--- src/rtl/bpsma_pkg.sv ---
package bpsma_pkg;

    // Canvas geometry and number formats.
    localparam int CANVAS_WIDTH  = 256;
    localparam int CANVAS_HEIGHT = 256;
    localparam int FRAC_BITS     = 8;
    localparam int COLOR_BITS    = 24;

    localparam int PIXEL_COUNT = CANVAS_WIDTH * CANVAS_HEIGHT;
    localparam int ADDR_W      = $clog2(PIXEL_COUNT);
    localparam int PIX_W       = COLOR_BITS + 8;

    // Integer part of a 16-bit coordinate, one bit wider so that the
    // right-hand and lower neighbors never wrap.
    localparam int IX_W = 17 - FRAC_BITS;

    // Weight arithmetic: one-minus-fraction needs one more bit, the weight
    // product reaches exactly 2^(2*FRAC_BITS), and the alpha sum adds 8 bits.
    localparam int FX_W  = FRAC_BITS + 1;
    localparam int W_W   = 2 * FRAC_BITS + 1;
    localparam int SUM_W = W_W + 8;

    // Stream payload widths.
    localparam int IN_TDATA_W  = 56;
    localparam int OUT_TDATA_W = 40;

    typedef logic [3:0][7:0] t_alpha4;

    typedef enum logic [2:0] {
        ST_CLEAR,
        ST_IDLE,
        ST_WEIGHT,
        ST_ALPHA,
        ST_ACCESS,
        ST_FINISH,
        ST_OUT
    } t_state;

endpackage

--- src/rtl/bpsma_alpha.sv ---
module bpsma_alpha (
    input  logic                           i_clk,
    input  logic [bpsma_pkg::FRAC_BITS-1:0] i_fx,
    input  logic [bpsma_pkg::FRAC_BITS-1:0] i_fy,
    output bpsma_pkg::t_alpha4             o_alpha
);
    import bpsma_pkg::*;

    localparam logic [FX_W-1:0]  ONE_FX = FX_W'(1) << FRAC_BITS;
    localparam logic [SUM_W-1:0] HALF   = SUM_W'(1) << (2 * FRAC_BITS - 1);

    logic [FX_W-1:0] fx;
    logic [FX_W-1:0] fy;
    logic [FX_W-1:0] gx;
    logic [FX_W-1:0] gy;

    logic [W_W-1:0] r_w [4];
    t_alpha4        n_alpha;
    t_alpha4        r_alpha;

    assign fx = FX_W'(i_fx);
    assign fy = FX_W'(i_fy);
    assign gx = ONE_FX - fx;
    assign gy = ONE_FX - fy;

    // First stage: the four bilinear weights, scaled by 2^(2*FRAC_BITS).
    always_ff @(posedge i_clk) begin
        r_w[0] <= W_W'(W_W'(gx) * W_W'(gy));
        r_w[1] <= W_W'(W_W'(fx) * W_W'(gy));
        r_w[2] <= W_W'(W_W'(gx) * W_W'(fy));
        r_w[3] <= W_W'(W_W'(fx) * W_W'(fy));
    end

    // Second stage: alpha = round(w * 255) with ties rounded up, clamped.
    always_comb begin
        logic [SUM_W-1:0] sum;
        logic [8:0]       a9;
        n_alpha = '0;
        for (int k = 0; k < 4; k++) begin
            sum = (SUM_W'(r_w[k]) << 8) - SUM_W'(r_w[k]) + HALF;
            a9  = sum[SUM_W-1 -: 9];
            n_alpha[k] = a9[8] ? 8'hFF : a9[7:0];
        end
    end

    always_ff @(posedge i_clk) begin
        r_alpha <= n_alpha;
    end

    assign o_alpha = r_alpha;

endmodule

--- config.mk ---
export PLATFORM = sky130hd
export DESIGN_NAME = bpsma_alpha
export DESIGN_NICKNAME = d
export VERILOG_FILES = /design/src/rtl/bpsma_pkg.sv /design/src/rtl/bpsma_alpha.sv
export SDC_FILE = /design/constraint.sdc
export NUM_CORES = 1
export LEC_CHECK = 0
export BUFFER_PORTS_ARGS = -buffer_cell sky130_fd_sc_hd__buf_2
export CAP_MARGIN = 20
export CORE_UTILIZATION = 55
export CTS_CLUSTER_SIZE = 40
export DETAILED_ROUTE_END_ITERATION = 6
export HOLD_SLACK_MARGIN = 0.15
export MAX_ROUTING_LAYER = met4
export PLACE_DENSITY = 0.75
export REMOVE_ABC_BUFFERS = 1
export SYNTH_ARGS = -nofsm -noshare
export SYNTH_HDL_FRONTEND = slang
export SYNTH_SLANG_ARGS = --single-unit
export TNS_END_PERCENT = 1
--- constraint.sdc ---
create_clock -name i_clk -period 7.25 [get_ports i_clk]
set_input_delay 0.3625 -clock i_clk [delete_from_list [all_inputs] [get_ports i_clk]]
set_output_delay 0.3625 -clock i_clk [all_outputs]
set_load 0.02 [all_outputs]
==> impl_metrics.ini <==
[synthesis]
synth-seq-cells = 96
synth.cell_area_um2 = 13770
synth_warnings = 0
syn_inst = 1539
synth_area_leaders = fa_1 25%, ha_1 22%, dfxtp_1 14%
yosysTopAreaCell = fa_1
yosysTopAreaCellShare_pct = 24.57
yosysUniqueCellTypes = 60
synth_most_common_cell = inv_1
synth_commonest_cells = 290 x inv_1, 243 x ha_1, 169 x fa_1
ys_async_sr_fraction_pct = 0
synth_edf_count = 0
synth_seq_area_share_pct = 13.96
synthFlopType = dfxtp_1
avgSynthCellArea_um2 = 8.947

[floorplanning]
core_region_area_um2 = 24460
dieArea_um2 = 25670
io_pins = 49
die_w_um = 160.2
start_util_pct = 56.29
die_h_um = 160.2
fp-row-count = 57

[sta]
hold_viol_final = 0
final_max_slew_viol_count = 0
fin_crit_ns = 5.461
maxSlewHeadroom_pct = 34.73
fin_setup_tns_ns = 0
grt_setup_unrepaired = no
tightest_slew_ns = 0.9721
holdWs_ns = 0.4615
setup_viol_count_final = 0
fmax_ghz = 0.1831
layout_setup_ws_ns = 1.789
post-route-period-util_pct = 75.33
fin_skew_ns = 0.01354

[finish]
area_growth_pct = 6.224
design_area_um2 = 14630
drive_above_1_share_pct = 5.602
register_area_um2 = 1922
finalNonFillerCells = 1895
multiInputGateArea_um2 = 10590
finish.utilization_pct = 59.79
n_antenna_cell = 0
n_fill_cell = 2095
nets = 1995

[power]
p_int_mw = 2.846
p_sw_share_pct = 46.85
finalPower_mw = 5.355
clkPwrFrac_pct = 8.8
combPwrFrac_pct = 74.0
p_sw_mw = 2.509
seqPwrFrac_pct = 17.2
irDropWorstVdd_v = 0.0002080
power_density_nw_per_um2 = 366.1
leakagePower_nw = 7.820

[clock_tree]
max-clock-path-buffers = 2
root_buffer = clkbuf_16
clk_latency_ns = 0.36
cts_tree = built
cts_inserted_buffers = 9
cts.repair.resized = 0
htree_levels = 3
holdBufCountCts = 0
post_cts_buffers = 0
clk_transition_reported_paths_ns = 0.08
clock-sinks = 96

[grt]
gr-total-overflow = 0
grt_pass1_wl_mm = 48.29
grt_pass1_vias = 10183
antenna_found_initial = 0
grt_max_degree = 24
grt_use_total_pct = 24.24

[routing]
ant_nets = 0
drt_iter0_markers = 516
drt_wl_total_mm = 28.32
wl_per_cell_um = 14.94
drc_errors = 0
via_per_inst = 5.276
vias = 9998
dr.pass1.iters = 5

[setup_path]
cp_max_fo = 14
path_cells = buf_2, inv_1, ha_1, nand2_1, or3_1, xor2_1, buf_4, nand2_1, fa_1, inv_1, fa_1, inv_1, fa_1, fa_1, inv_1, ha_1, o21ai_1, a21boi_1, o21ai_1, nand2b_1, a21oi_1, o21ai_1, a31oi_1, xnor2_1
path_buf_inv = 6
cp_slowest_cell = fa_1
end_kind = flop
cp_data_arrival_time_ns = 5.70
critPathLaunchType = input port
path_class = in -> reg
max_stage_delay_ns = 0.56
required_ns = 7.49
cp_top_family = adder cells

[placed_design]
dpl.hpwl_mm = 22.82
placed_cells = 1879
gp_congestion = 0.9428
io_buffer_count = 48
place_ws_ns = 1.494
placed_area_um2 = 14340

[hold_path]
worst_hold_path_type = in -> reg

[flow_run]
drv_cap = 0

[run_status]
outcome = completed
-- per-layer routing --
| layer | vias up | GRT usage, % | share of wire [%] |
|---|---|---|---|
| met2 | 251 | 38.75 | 46 |
| met1 | 4788 | 31.15 | 45 |
| met3 | 50 | 4.182 | 6.2 |
| met5 | - | - | 0 |
| li1 | 4909 | - | - |
| met4 | 0 | 7.965 | 2.6 |
-- path summary, 6_finish.rpt --
path,from,end,slack (ns),cells past startpoint
worst max-delay path,i_fx[1],r_w[0][16],1.79,24
worst min-delay path,i_fx[0],r_w[0][0],0.46,3
worst max register to register,r_w[1][10],o_alpha[15],4.00,12
worst min register to register,r_w[3][15],o_alpha[30],0.60,3
-- worst reg2reg max path, cell delays in order, from the launching register on --
cell and delay (ns):
dfxtp_1 0.36, inv_1 0.08, ha_1 0.29, ha_1 0.31, or4b_1 0.45, o41ai_1 0.39
a31o_2 0.25, a31oi_2 0.16, o21ai_2 0.21, o21a_1 0.15, nor2_1 0.07, xnor2_2 0.30
o21ai_1 0.12
-- power groups by stage --
stage | Combinational [mW] | Clock (mW) | Sequential, mW
2_1_floorplan | 3.07 | 0 | 0.993
3_3_place_gp | 3.82 | 0 | 0.926
3_5_place_dp | 3.93 | 0 | 0.932
4_1_cts | 3.99 | 0.483 | 0.922
6_report | 3.96 | 0.471 | 0.920
5_1_grt | 4.58 | 0.507 | 0.945
-- state kept, by name, indices dropped and copies added (netlist names) --
name / count
o_alpha: 32
r_w: 64
-- logic make-up after synthesis --
group	synth area share [%]
adder cells (fa/ha/maj)	46.65
buffers and inverters	9.159
multiplexers	0.1454
AO/OA/AOI/OAI	7.915
flip-flops	13.96
AND/OR/NAND/NOR	15.96
XOR/XNOR	6.215
-- cell type report --
type / count / area share [%]
repair buffers: 60 / 2.258
clock inverters: 6 / 0.3251
multi-input cells: 1107 / 72.38
inverters: 292 / 7.494
flip-flops and latches: 96 / 13.14
clock buffers: 10 / 1.634
well taps: 324 / 2.772
-- placed cells by master (no fill, tap or decap), types with 25 or more instances in the layout --
cell / n
o21ai_1: 25
a21o_1: 27
a21oi_1: 37
inv_1: 290
xnor2_1: 56
ha_1: 243
and2_1: 150
nor2_1: 69
dfxtp_1: 96
fa_1: 169
buf_2: 48
nand2_1: 129
xor2_1: 38
Power figures use the tool's default switching activity.
